[src/lvw3d_pkg.sv]
// Shared constants and types of the 3D line voxel walker.
package lvw3d_pkg;

	localparam int KEY_BITS_DEF = 16;

	localparam logic MODE_LOAD = 1'b0;
	localparam logic MODE_NEXT = 1'b1;

	typedef enum logic [1:0] {
		AXIS_X,
		AXIS_Y,
		AXIS_Z
	} axis_t;

endpackage

[src/lvw3d_req_if.sv]
// Request channel of the line voxel walker: a load or a next-voxel item.
interface lvw3d_req_if #(
	parameter int KEY_BITS = lvw3d_pkg::KEY_BITS_DEF
);
	logic                valid;
	logic                ready;
	logic                mode;
	logic [KEY_BITS-1:0] start_x;
	logic [KEY_BITS-1:0] start_y;
	logic [KEY_BITS-1:0] start_z;
	logic [KEY_BITS-1:0] end_x;
	logic [KEY_BITS-1:0] end_y;
	logic [KEY_BITS-1:0] end_z;

	modport source (
		output valid, mode, start_x, start_y, start_z, end_x, end_y, end_z,
		input  ready
	);

	modport sink (
		input  valid, mode, start_x, start_y, start_z, end_x, end_y, end_z,
		output ready
	);
endinterface

[src/lvw3d_rsp_if.sv]
// Response channel of the line voxel walker: one emitted voxel item.
interface lvw3d_rsp_if #(
	parameter int KEY_BITS = lvw3d_pkg::KEY_BITS_DEF
);
	logic                valid;
	logic                ready;
	logic [KEY_BITS-1:0] voxel_x;
	logic [KEY_BITS-1:0] voxel_y;
	logic [KEY_BITS-1:0] voxel_z;
	logic                has_voxel;
	logic                is_last;

	modport source (
		output valid, voxel_x, voxel_y, voxel_z, has_voxel, is_last,
		input  ready
	);

	modport sink (
		input  valid, voxel_x, voxel_y, voxel_z, has_voxel, is_last,
		output ready
	);
endinterface

[src/line_voxel_walker_3d_core.sv]
// Top level of the 3D Bresenham line voxel walker.
// A next-voxel item passes the input register, then the result register. Throughput: one
// item per cycle while results are taken; the walk state updates once per item in a single
// pass of adds and compares on the error terms between the input and result registers.
// Load items produce no result and take effect for the next item right away.
// Reset (arst_n low) clears all walk state: no line is loaded and both registers are empty.
module line_voxel_walker_3d_core #(
	parameter int KEY_BITS = lvw3d_pkg::KEY_BITS_DEF
) (
	input  logic              clk,
	input  logic              arst_n,
	lvw3d_req_if.sink         req,
	lvw3d_rsp_if.source       rsp
);
	import lvw3d_pkg::*;

	localparam int ERR_W = KEY_BITS + 3;

	function automatic logic [KEY_BITS-1:0] step_key(input logic [KEY_BITS-1:0] k,
	                                                 input logic neg);
		return neg ? (k - 1'b1) : (k + 1'b1);
	endfunction

	// Input register.
	logic                     v_s1;
	logic                     mode_s1;
	logic [2:0][KEY_BITS-1:0] start_s1;
	logic [2:0][KEY_BITS-1:0] end_s1;

	// Walk state.
	logic [2:0][KEY_BITS-1:0]       cur_q;
	logic [KEY_BITS-1:0]            major_end_q;
	logic [2:0]                     dir_neg_q;
	axis_t                          major_q;
	logic [2:0][KEY_BITS:0]         twice_q;
	logic signed [1:0][ERR_W-1:0]   err_q;
	logic                           active_q;

	// Result register.
	logic                     out_v_q;
	logic [2:0][KEY_BITS-1:0] voxel_q;
	logic                     has_q;
	logic                     last_q;

	// Setup results.
	logic [2:0]                   su_dir_neg;
	axis_t                        su_major;
	logic [KEY_BITS-1:0]          su_major_end;
	logic [2:0][KEY_BITS:0]       su_twice;
	logic signed [1:0][ERR_W-1:0] su_err;
	logic                         su_active;

	// Step results.
	axis_t                        a1;
	axis_t                        a2;
	logic [KEY_BITS-1:0]          next_major;
	logic                         last;
	logic [2:0][KEY_BITS-1:0]     cur_next;
	logic signed [1:0][ERR_W-1:0] err_next;
	logic                         adv;

	lvw3d_setup #(
		.KEY_BITS(KEY_BITS)
	) u_setup (
		.start_key  (start_s1),
		.end_key    (end_s1),
		.dir_neg    (su_dir_neg),
		.major      (su_major),
		.major_end  (su_major_end),
		.twice_delta(su_twice),
		.err_init   (su_err),
		.active     (su_active)
	);

	assign adv       = v_s1 && ((mode_s1 == MODE_LOAD) || !out_v_q || rsp.ready);
	assign req.ready = !v_s1 || adv;

	always_comb begin
		unique case (major_q)
			AXIS_X: begin
				a1 = AXIS_Y;
				a2 = AXIS_Z;
			end
			AXIS_Y: begin
				a1 = AXIS_Z;
				a2 = AXIS_X;
			end
			AXIS_Z: begin
				a1 = AXIS_X;
				a2 = AXIS_Y;
			end
			default: begin
				a1 = AXIS_Y;
				a2 = AXIS_Z;
			end
		endcase

		next_major      = step_key(cur_q[major_q], dir_neg_q[major_q]);
		last            = (next_major == major_end_q);
		cur_next        = cur_q;
		cur_next[major_q] = next_major;
		err_next[0]     = err_q[0] + signed'({2'b00, twice_q[a1]});
		err_next[1]     = err_q[1] + signed'({2'b00, twice_q[a2]});
		if (!err_q[0][ERR_W-1]) begin
			cur_next[a1] = step_key(cur_q[a1], dir_neg_q[a1]);
			err_next[0]  = err_next[0] - signed'({2'b00, twice_q[major_q]});
		end
		if (!err_q[1][ERR_W-1]) begin
			cur_next[a2] = step_key(cur_q[a2], dir_neg_q[a2]);
			err_next[1]  = err_next[1] - signed'({2'b00, twice_q[major_q]});
		end
	end

	always_ff @(posedge clk or negedge arst_n) begin
		if (!arst_n) begin
			v_s1 <= 1'b0;
		end else if (req.ready) begin
			v_s1 <= req.valid;
		end
	end

	always_ff @(posedge clk) begin
		if (req.valid && req.ready) begin
			mode_s1  <= req.mode;
			start_s1 <= {req.start_z, req.start_y, req.start_x};
			end_s1   <= {req.end_z, req.end_y, req.end_x};
		end
	end

	always_ff @(posedge clk or negedge arst_n) begin
		if (!arst_n) begin
			cur_q       <= '0;
			major_end_q <= '0;
			dir_neg_q   <= '0;
			major_q     <= AXIS_X;
			twice_q     <= '0;
			err_q       <= '0;
			active_q    <= 1'b0;
		end else if (adv) begin
			if (mode_s1 == MODE_LOAD) begin
				cur_q       <= start_s1;
				major_end_q <= su_major_end;
				dir_neg_q   <= su_dir_neg;
				major_q     <= su_major;
				twice_q     <= su_twice;
				err_q       <= su_err;
				active_q    <= su_active;
			end else if (active_q) begin
				cur_q    <= cur_next;
				err_q    <= err_next;
				active_q <= !last;
			end
		end
	end

	always_ff @(posedge clk or negedge arst_n) begin
		if (!arst_n) begin
			out_v_q <= 1'b0;
		end else if (adv && (mode_s1 == MODE_NEXT)) begin
			out_v_q <= 1'b1;
		end else if (rsp.ready) begin
			out_v_q <= 1'b0;
		end
	end

	always_ff @(posedge clk) begin
		if (adv && (mode_s1 == MODE_NEXT)) begin
			voxel_q <= active_q ? cur_q : '0;
			has_q   <= active_q;
			last_q  <= active_q && last;
		end
	end

	assign rsp.valid     = out_v_q;
	assign rsp.voxel_x   = voxel_q[0];
	assign rsp.voxel_y   = voxel_q[1];
	assign rsp.voxel_z   = voxel_q[2];
	assign rsp.has_voxel = has_q;
	assign rsp.is_last   = last_q;

	a_empty_result_zero: assert property (@(posedge clk) disable iff (!arst_n)
		rsp.valid && !rsp.has_voxel |-> (rsp.voxel_x == '0) && (rsp.voxel_y == '0)
			&& (rsp.voxel_z == '0) && !rsp.is_last)
		else $error("empty result carries a voxel");

	a_last_ends_line: assert property (@(posedge clk) disable iff (!arst_n)
		adv && (mode_s1 == MODE_NEXT) && active_q && last |=> !active_q)
		else $error("line still active after its last voxel");

	a_load_sets_active: assert property (@(posedge clk) disable iff (!arst_n)
		adv && (mode_s1 == MODE_LOAD) |=> active_q == $past(su_active))
		else $error("load did not set line activity");

	a_no_overwrite: assert property (@(posedge clk) disable iff (!arst_n)
		v_s1 && (mode_s1 == MODE_NEXT) && out_v_q && !rsp.ready |-> !adv)
		else $error("pending result overwritten");

	a_result_follows_next: assert property (@(posedge clk) disable iff (!arst_n)
		adv && (mode_s1 == MODE_NEXT) |=> out_v_q && (has_q == $past(active_q)))
		else $error("next item gave no matching result");
endmodule

[src/lvw3d_setup.sv]
// Line setup: step signs, major axis, doubled deltas and initial error terms.
module lvw3d_setup #(
	parameter int KEY_BITS = lvw3d_pkg::KEY_BITS_DEF
) (
	input  logic [2:0][KEY_BITS-1:0]         start_key,
	input  logic [2:0][KEY_BITS-1:0]         end_key,
	output logic [2:0]                       dir_neg,
	output lvw3d_pkg::axis_t                 major,
	output logic [KEY_BITS-1:0]              major_end,
	output logic [2:0][KEY_BITS:0]           twice_delta,
	output logic signed [1:0][KEY_BITS+2:0]  err_init,
	output logic                             active
);
	import lvw3d_pkg::*;

	logic [2:0][KEY_BITS-1:0] mag;
	logic [2:0]               equal;
	axis_t                    a1;
	axis_t                    a2;

	always_comb begin
		for (int i = 0; i < 3; i++) begin
			equal[i]       = (start_key[i] == end_key[i]);
			dir_neg[i]     = equal[i] || (end_key[i] < start_key[i]);
			mag[i]         = dir_neg[i] ? (start_key[i] - end_key[i])
			                            : (end_key[i] - start_key[i]);
			twice_delta[i] = {mag[i], 1'b0};
		end

		major = AXIS_X;
		if (mag[1] > mag[0]) begin
			major = AXIS_Y;
		end
		if (mag[2] > mag[major]) begin
			major = AXIS_Z;
		end

		unique case (major)
			AXIS_X: begin
				a1 = AXIS_Y;
				a2 = AXIS_Z;
			end
			AXIS_Y: begin
				a1 = AXIS_Z;
				a2 = AXIS_X;
			end
			AXIS_Z: begin
				a1 = AXIS_X;
				a2 = AXIS_Y;
			end
			default: begin
				a1 = AXIS_Y;
				a2 = AXIS_Z;
			end
		endcase

		major_end   = end_key[major];
		err_init[0] = signed'({2'b00, twice_delta[a1]}) - signed'({3'b000, mag[major]});
		err_init[1] = signed'({2'b00, twice_delta[a2]}) - signed'({3'b000, mag[major]});
		active      = (mag[major] != '0);
	end
endmodule
[src/flat_wrapper.sv]
// flat-port wrapper written by rule: the top's interface ports become plain ports
module line_voxel_walker_3d_core_flat import lvw3d_pkg::*;
#(
	parameter int KEY_BITS = lvw3d_pkg::KEY_BITS_DEF
)
  (clk, arst_n, req_valid, req_mode, req_start_x, req_start_y, req_start_z, req_end_x, req_end_y, req_end_z, req_ready, rsp_valid, rsp_voxel_x, rsp_voxel_y, rsp_voxel_z, rsp_has_voxel, rsp_is_last, rsp_ready);
  lvw3d_req_if #(.KEY_BITS(KEY_BITS)) req_i ();
  lvw3d_rsp_if #(.KEY_BITS(KEY_BITS)) rsp_i ();
  input  logic clk;
  input  logic arst_n;
  input wire logic [$bits(req_i.valid)-1:0] req_valid;
  input wire logic [$bits(req_i.mode)-1:0] req_mode;
  input wire logic [$bits(req_i.start_x)-1:0] req_start_x;
  input wire logic [$bits(req_i.start_y)-1:0] req_start_y;
  input wire logic [$bits(req_i.start_z)-1:0] req_start_z;
  input wire logic [$bits(req_i.end_x)-1:0] req_end_x;
  input wire logic [$bits(req_i.end_y)-1:0] req_end_y;
  input wire logic [$bits(req_i.end_z)-1:0] req_end_z;
  output wire logic [$bits(req_i.ready)-1:0] req_ready;
  output wire logic [$bits(rsp_i.valid)-1:0] rsp_valid;
  output wire logic [$bits(rsp_i.voxel_x)-1:0] rsp_voxel_x;
  output wire logic [$bits(rsp_i.voxel_y)-1:0] rsp_voxel_y;
  output wire logic [$bits(rsp_i.voxel_z)-1:0] rsp_voxel_z;
  output wire logic [$bits(rsp_i.has_voxel)-1:0] rsp_has_voxel;
  output wire logic [$bits(rsp_i.is_last)-1:0] rsp_is_last;
  input wire logic [$bits(rsp_i.ready)-1:0] rsp_ready;
  assign req_i.valid = req_valid;
  assign req_i.mode = req_mode;
  assign req_i.start_x = req_start_x;
  assign req_i.start_y = req_start_y;
  assign req_i.start_z = req_start_z;
  assign req_i.end_x = req_end_x;
  assign req_i.end_y = req_end_y;
  assign req_i.end_z = req_end_z;
  assign req_ready = req_i.ready;
  assign rsp_valid = rsp_i.valid;
  assign rsp_voxel_x = rsp_i.voxel_x;
  assign rsp_voxel_y = rsp_i.voxel_y;
  assign rsp_voxel_z = rsp_i.voxel_z;
  assign rsp_has_voxel = rsp_i.has_voxel;
  assign rsp_is_last = rsp_i.is_last;
  assign rsp_i.ready = rsp_ready;
  line_voxel_walker_3d_core #(.KEY_BITS(KEY_BITS)) u_core (.clk(clk), .arst_n(arst_n), .req(req_i), .rsp(rsp_i));
endmodule
[config.mk]
export PLATFORM = sky130hd
export DESIGN_NAME = line_voxel_walker_3d_core_flat
export DESIGN_NICKNAME = d
export VERILOG_FILES = /design/src/lvw3d_pkg.sv /design/src/lvw3d_req_if.sv /design/src/lvw3d_rsp_if.sv /design/src/line_voxel_walker_3d_core.sv /design/src/lvw3d_setup.sv /design/src/flat_wrapper.sv
export SDC_FILE = /design/constraint.sdc
export NUM_CORES = 1
export LEC_CHECK = 0
export ABC_AREA = 1
export BUFFER_PORTS_ARGS = -buffer_cell sky130_fd_sc_hd__buf_2
export CAP_MARGIN = 40
export CORE_MARGIN = 1.5
export CORE_UTILIZATION = 37
export DETAILED_ROUTE_END_ITERATION = 12
export GPL_ROUTABILITY_DRIVEN = 1
export PLACE_DENSITY = 0.6
export SLEW_MARGIN = 30
export SYNTH_ARGS = -nofsm -noshare
export SYNTH_HDL_FRONTEND = slang
export SYNTH_SLANG_ARGS = --single-unit
export TNS_END_PERCENT = 10
[constraint.sdc]
create_clock -name clk -period 11 [get_ports clk]
set_clock_uncertainty 0.15 [all_clocks]
set_input_delay 3.3 -clock clk [delete_from_list [all_inputs] [get_ports clk]]
set_output_delay 3.3 -clock clk [all_outputs]
set_load 0.02 [all_outputs]
# Word-level counts from Yosys, hierarchy flattened
# Cells that the tools add are included.
# classes
addsub	18
order_cmp	15
n_eq_ne	9
n_mux	61
bitwise_logic	1
reduce_logical	20
# op_table
cell	count
$mux W16	15
$bmux W16 S2	6
$mux W48	4
$bmux W17 S2	5
$bwmux W48	3
$demux W16 S2	3
$sub A16 B16 Y16	6
$mux W17	5
$mux W38	2
$eq A16 B16 Y1	4
$add A16 B1 Y16 const B	3
$lt A16 B16 Y1	3
$sub A16 B1 Y16 const B	3
$add A19 B17 Y19	2
$mux W19	2
$sub A19 B17 Y19	2
$sub A17 B16 Y18	2
$gt A16 B16 Y1	2
$lt A2 B3 Y1 const B	7
$pmux W2 S2	4
$reduce_bool A16 Y1	1
$mux W1	8
$logic_and A1 B1 Y1	7
$bmux W1 S2	3
other kinds (10)	22
# totals
regBits	305
inputBits	101
out_inout_bits	52
elab_cells	150

# Longest topological paths before layout
# logic_depth
depth_word	15
mapped_depth	56

# Modules after synthesis
# Synthesis repeated with hierarchy kept, for this count alone.
# hier_totals
hier_cells	4274
hier_area_um2	29881.2
# modules_own_cells
mod	instances	cells_per_inst	area_per_inst_um2	seq_area_each_um2
line_voxel_walker_3d_core	1	2827	21514.4	8443.1
lvw3d_setup	1	1447	8366.8	0.0

# Worst setup path after synthesis
# No wires, ideal clock.
# synth_path
path_kind	reg2reg
from	register u_core.end_s1[16] (netlist bit)
to	register u_core.err_q[17] (netlist bit)
setup_time_ns	0.076
arrival_time_ns	7.752
t_required_ns	10.774
setup_slack_ns	3.022
path_stages_with_launch	52
period_less_slack_ns	7.978
path_cell_list	edfxtp_1 -> inv_1 -> ha_1 -> inv_1 -> fa_1 -> nand2_1 -> nand2_1 -> nand3_2 -> nand2_1 -> nand2_1 -> nand2_2 -> nand2_4 -> buf_2 -> a21oi_1 -> a221oi_1 -> o221ai_1 -> xor2_1 -> inv_1 -> [16 not listed] -> nand2_1 -> buf_2 -> clkbuf_1 -> clkbuf_1 -> nand2_1 -> clkbuf_1 -> o22ai_1 -> a21oi_1 -> ha_1 -> a21oi_1 -> inv_1 -> a31oi_1 -> nor2_1 -> nor3_1 -> nand4_1 -> nand2_1 -> nand2_1 -> o21ai_1
# synth_lines
element	line	text
from (decl)	line_voxel_walker_3d_core.sv:28	logic [2:0][KEY_BITS-1:0] end_s1;
from (signal assigned)	line_voxel_walker_3d_core.sv:126	end_s1 <= {req.end_z, req.end_y, req.end_x};
to (signal assigned)	line_voxel_walker_3d_core.sv:146	err_q <= su_err;
to (signal assigned)	line_voxel_walker_3d_core.sv:150	err_q <= err_next;
to (decl)	line_voxel_walker_3d_core.sv:36	logic signed [1:0][ERR_W-1:0] err_q;

==> results.txt <==
status: finished clean
fin crit period: 9.813 ns
commonest cells after routing, fill and taps aside: 713 x nand2_1, 563 x inv_1, 441 x o21ai_0
Avg WL per Cell: 22.11 µm
cells after synthesis: 3779
sequential element share of the synthesized area: 30.04%
die extent in x: 276.6 µm
CTS resizes: 0
Via Count: 27340
Detailed Route WL: 107.8 mm
drt first pass iters: 6
Critical Path RT: 11.36 ns
Post-synth ARST share: 51.49%
grt ovf: 0
Die Footprint: 0.07648 mm²
1st-iter DRT viols: 2717
Critical Path Source Type: flop
mux share of post-synthesis cell area: 0.2531%
Routed Antenna Nets: 0
most common cell after layout, fill and taps aside: nand2_1
setup TNS: 0 ns
count of port buffers added during placement: 152
post-DP HPWL: 82.04 mm
RSZ-0062 raised after global routing: false
layout cells sized above 1: 9.477%
Peak Freq: 101.9 MHz
GRT Util Overall: 27.53%
Starting Density: 37.32%
crit-path max FO: 69
Adder-Cell Fraction of Synth Area: 12.73%
post-DR vias/cell: 5.606
final hold violations: 0
vias in the first global route: 25710
most used cell, CP: nand2_1
YS warnings: 0
Primary FF master, synth: dfrtp_1
maximum number of pins on one net before global-route repair: 104
# hold bufs at CTS: 0
Final setup viols: 0
CTS tree: yes
Synth-to-Final Area Change: 11.86%
Synth Area in XOR/XNOR: 4.840%
Placed Area: 0.02946 mm²
Crit. End Element: flop
final slew viol count: 0
Max Cap Viol: 0
unique cell type count in the Yosys netlist: 67
Total Nets Final: 4249
initial antenna violation count: 5
CTS Buffer Depth: 3
gp weighted congestion: 0.9869
max_slew headroom: 38.71%
area leader, netlist: edfxtp_1
area share of the largest cell type after synthesis: 15.94%
Post-Synthesis Cell Area: 0.02769 mm²
Syn Area/Cell: 7.327 µm²
syn_nets: 4155
main combinational cell family by area after synthesis: compound AO/OA/AOI/OAI gates
IO Count: 153
Worst path slowest cell: buf_4
final core utilization: 41.74%
CP max stage delay: 0.63 ns
chip height: 276.6 µm
simple-gate share of the synthesized area: 17.90%
Remaining DRCs: 0
Worst-Margin Slew: 0.9162 ns
H-tree level count: 2
Final period util: 89.20%
CTS Sinks: 303
root buffer cell: clkbuf_16
FP Rows: 100
global-route wire length before repair: 160.5 mm
setup bufs post-CTS: 0
Finished Cell Area: 0.03097 mm²
Num CTS Buffers: 41
Hold Path Class: flop to flop
Clock Pin Slew Worst Setup and Hold Paths: 0.06 ns
Post-synth EDFFs: 147
WP data arrival: 10.17 ns
crit path kind: flop to flop
complex-gate fraction of the synthesized area: 24.09%
most area-consuming cells after synthesis: edfxtp_1 16%, dfrtp_1 14%, ha_1 12%
post-placement cell count: 4794
register bit total from synthesis: 303
core area: 0.07420 mm²
Cell Count, Final, Fillers Out: 4876
clock latency on the worst-skew pair: 0.61 ns
## worst paths after layout
kind / from / end / slack, ns / cells past startpoint
max: u_core.start_s1[18] / u_core.err_q[35] / 1.19 / 41
min: u_core.err_q[32] / u_core.err_q[32] / 0.34 / 2
min reg2reg: u_core.err_q[32] / u_core.err_q[32] / 0.34 / 2
max reg2reg: u_core.start_s1[18] / u_core.err_q[35] / 1.19 / 41
min in group asynchronous: arst_n / u_core.err_q[37] / 2.52 / 1
max in group asynchronous: arst_n / u_core.active_q / 6.47 / 4
## state kept, by name (all words and copies together) (netlist names), 2 cells and up
signal              flops
u_core.end_s1          48
u_core.dir_neg_q        3
u_core.err_q           36
u_core.cur_q           48
u_core.twice_q         48
u_core.start_s1        48
u_core.rsp.voxel_x     16
u_core.rsp.voxel_y     16
u_core.major_end_q     16
u_core.major_q          2
u_core.rsp.voxel_z     16
## worst max-delay path, delay by kind of cell, from the launching register on
| kind | cells | cell delay [ns] |
|---|---|---|
| adders and majority gates | 4 | 1.53 |
| AOI/OAI and AO/OA | 14 | 3.04 |
| and+or+nand+nor | 18 | 2.75 |
| DFF | 1 | 0.58 |
| xor gates and xnor gates | 1 | 0.35 |
| buffers and inverters | 4 | 1.27 |
## metal layers
layer	up-vias	wire [µm]	GRT usage [%]
met1	12820	46020	36.86
li1	13010	-	-
met3	244	12300	8.400
met5	-	68	0.2502
met2	1251	45750	42.12
met4	6	3667	8.911
## per-stage QoR
step	hold slack [ns]	setup WS, ns
4_1_cts	0.3401	1.282
2_1_floorplan	0.2731	3.022
5_1_grt	0.3484	0.4984
3_5_place_dp	0.3244	1.315
3_3_place_gp	0.3199	1.324
6_report	0.3369	1.187
## cell usage after synthesis (10+ instances only)
cell type	instances
a211oi_1	24
o22ai_1	43
nand2_1	714
o21ai_0	443
xnor2_1	41
inv_1	568
buf_2	17
nand3_1	141
dfrtp_1	156
nand2_2	26
nand4_1	26
buf_1	13
o21bai_1	25
clkbuf_1	119
nor2_1	150
or2_2	18
o211ai_1	72
fa_1	11
xor2_1	112
o21ai_1	12
a21o_1	11
a21oi_1	383
a221oi_1	10
o221ai_1	38
edfxtp_1	147
nor3_1	20
a21boi_0	10
ha_1	264
a22oi_1	29
o21a_1	17
## logic make-up after synthesis
logic type	count (synthesis)
compound gates	1160
xor+xnor	153
fa+ha+maj	275
buf+inv	736
flops	303
mux	7
simple gates	1145
## final cells by class
cell class	instances	area [µm²]
repair buffers	203	1227
multi-input cells	2740	16590
fillers	7642	43220
flip-flops and latches	303	8322
well taps	969	1212
clock inverters	25	309.0
diodes	3	7.507
inverters	584	2197
clock buffers	49	1107
Power is left out: the tool's default activity adds up to more than one toggle a clock period on the data nets, which glitch-free logic cannot reach.
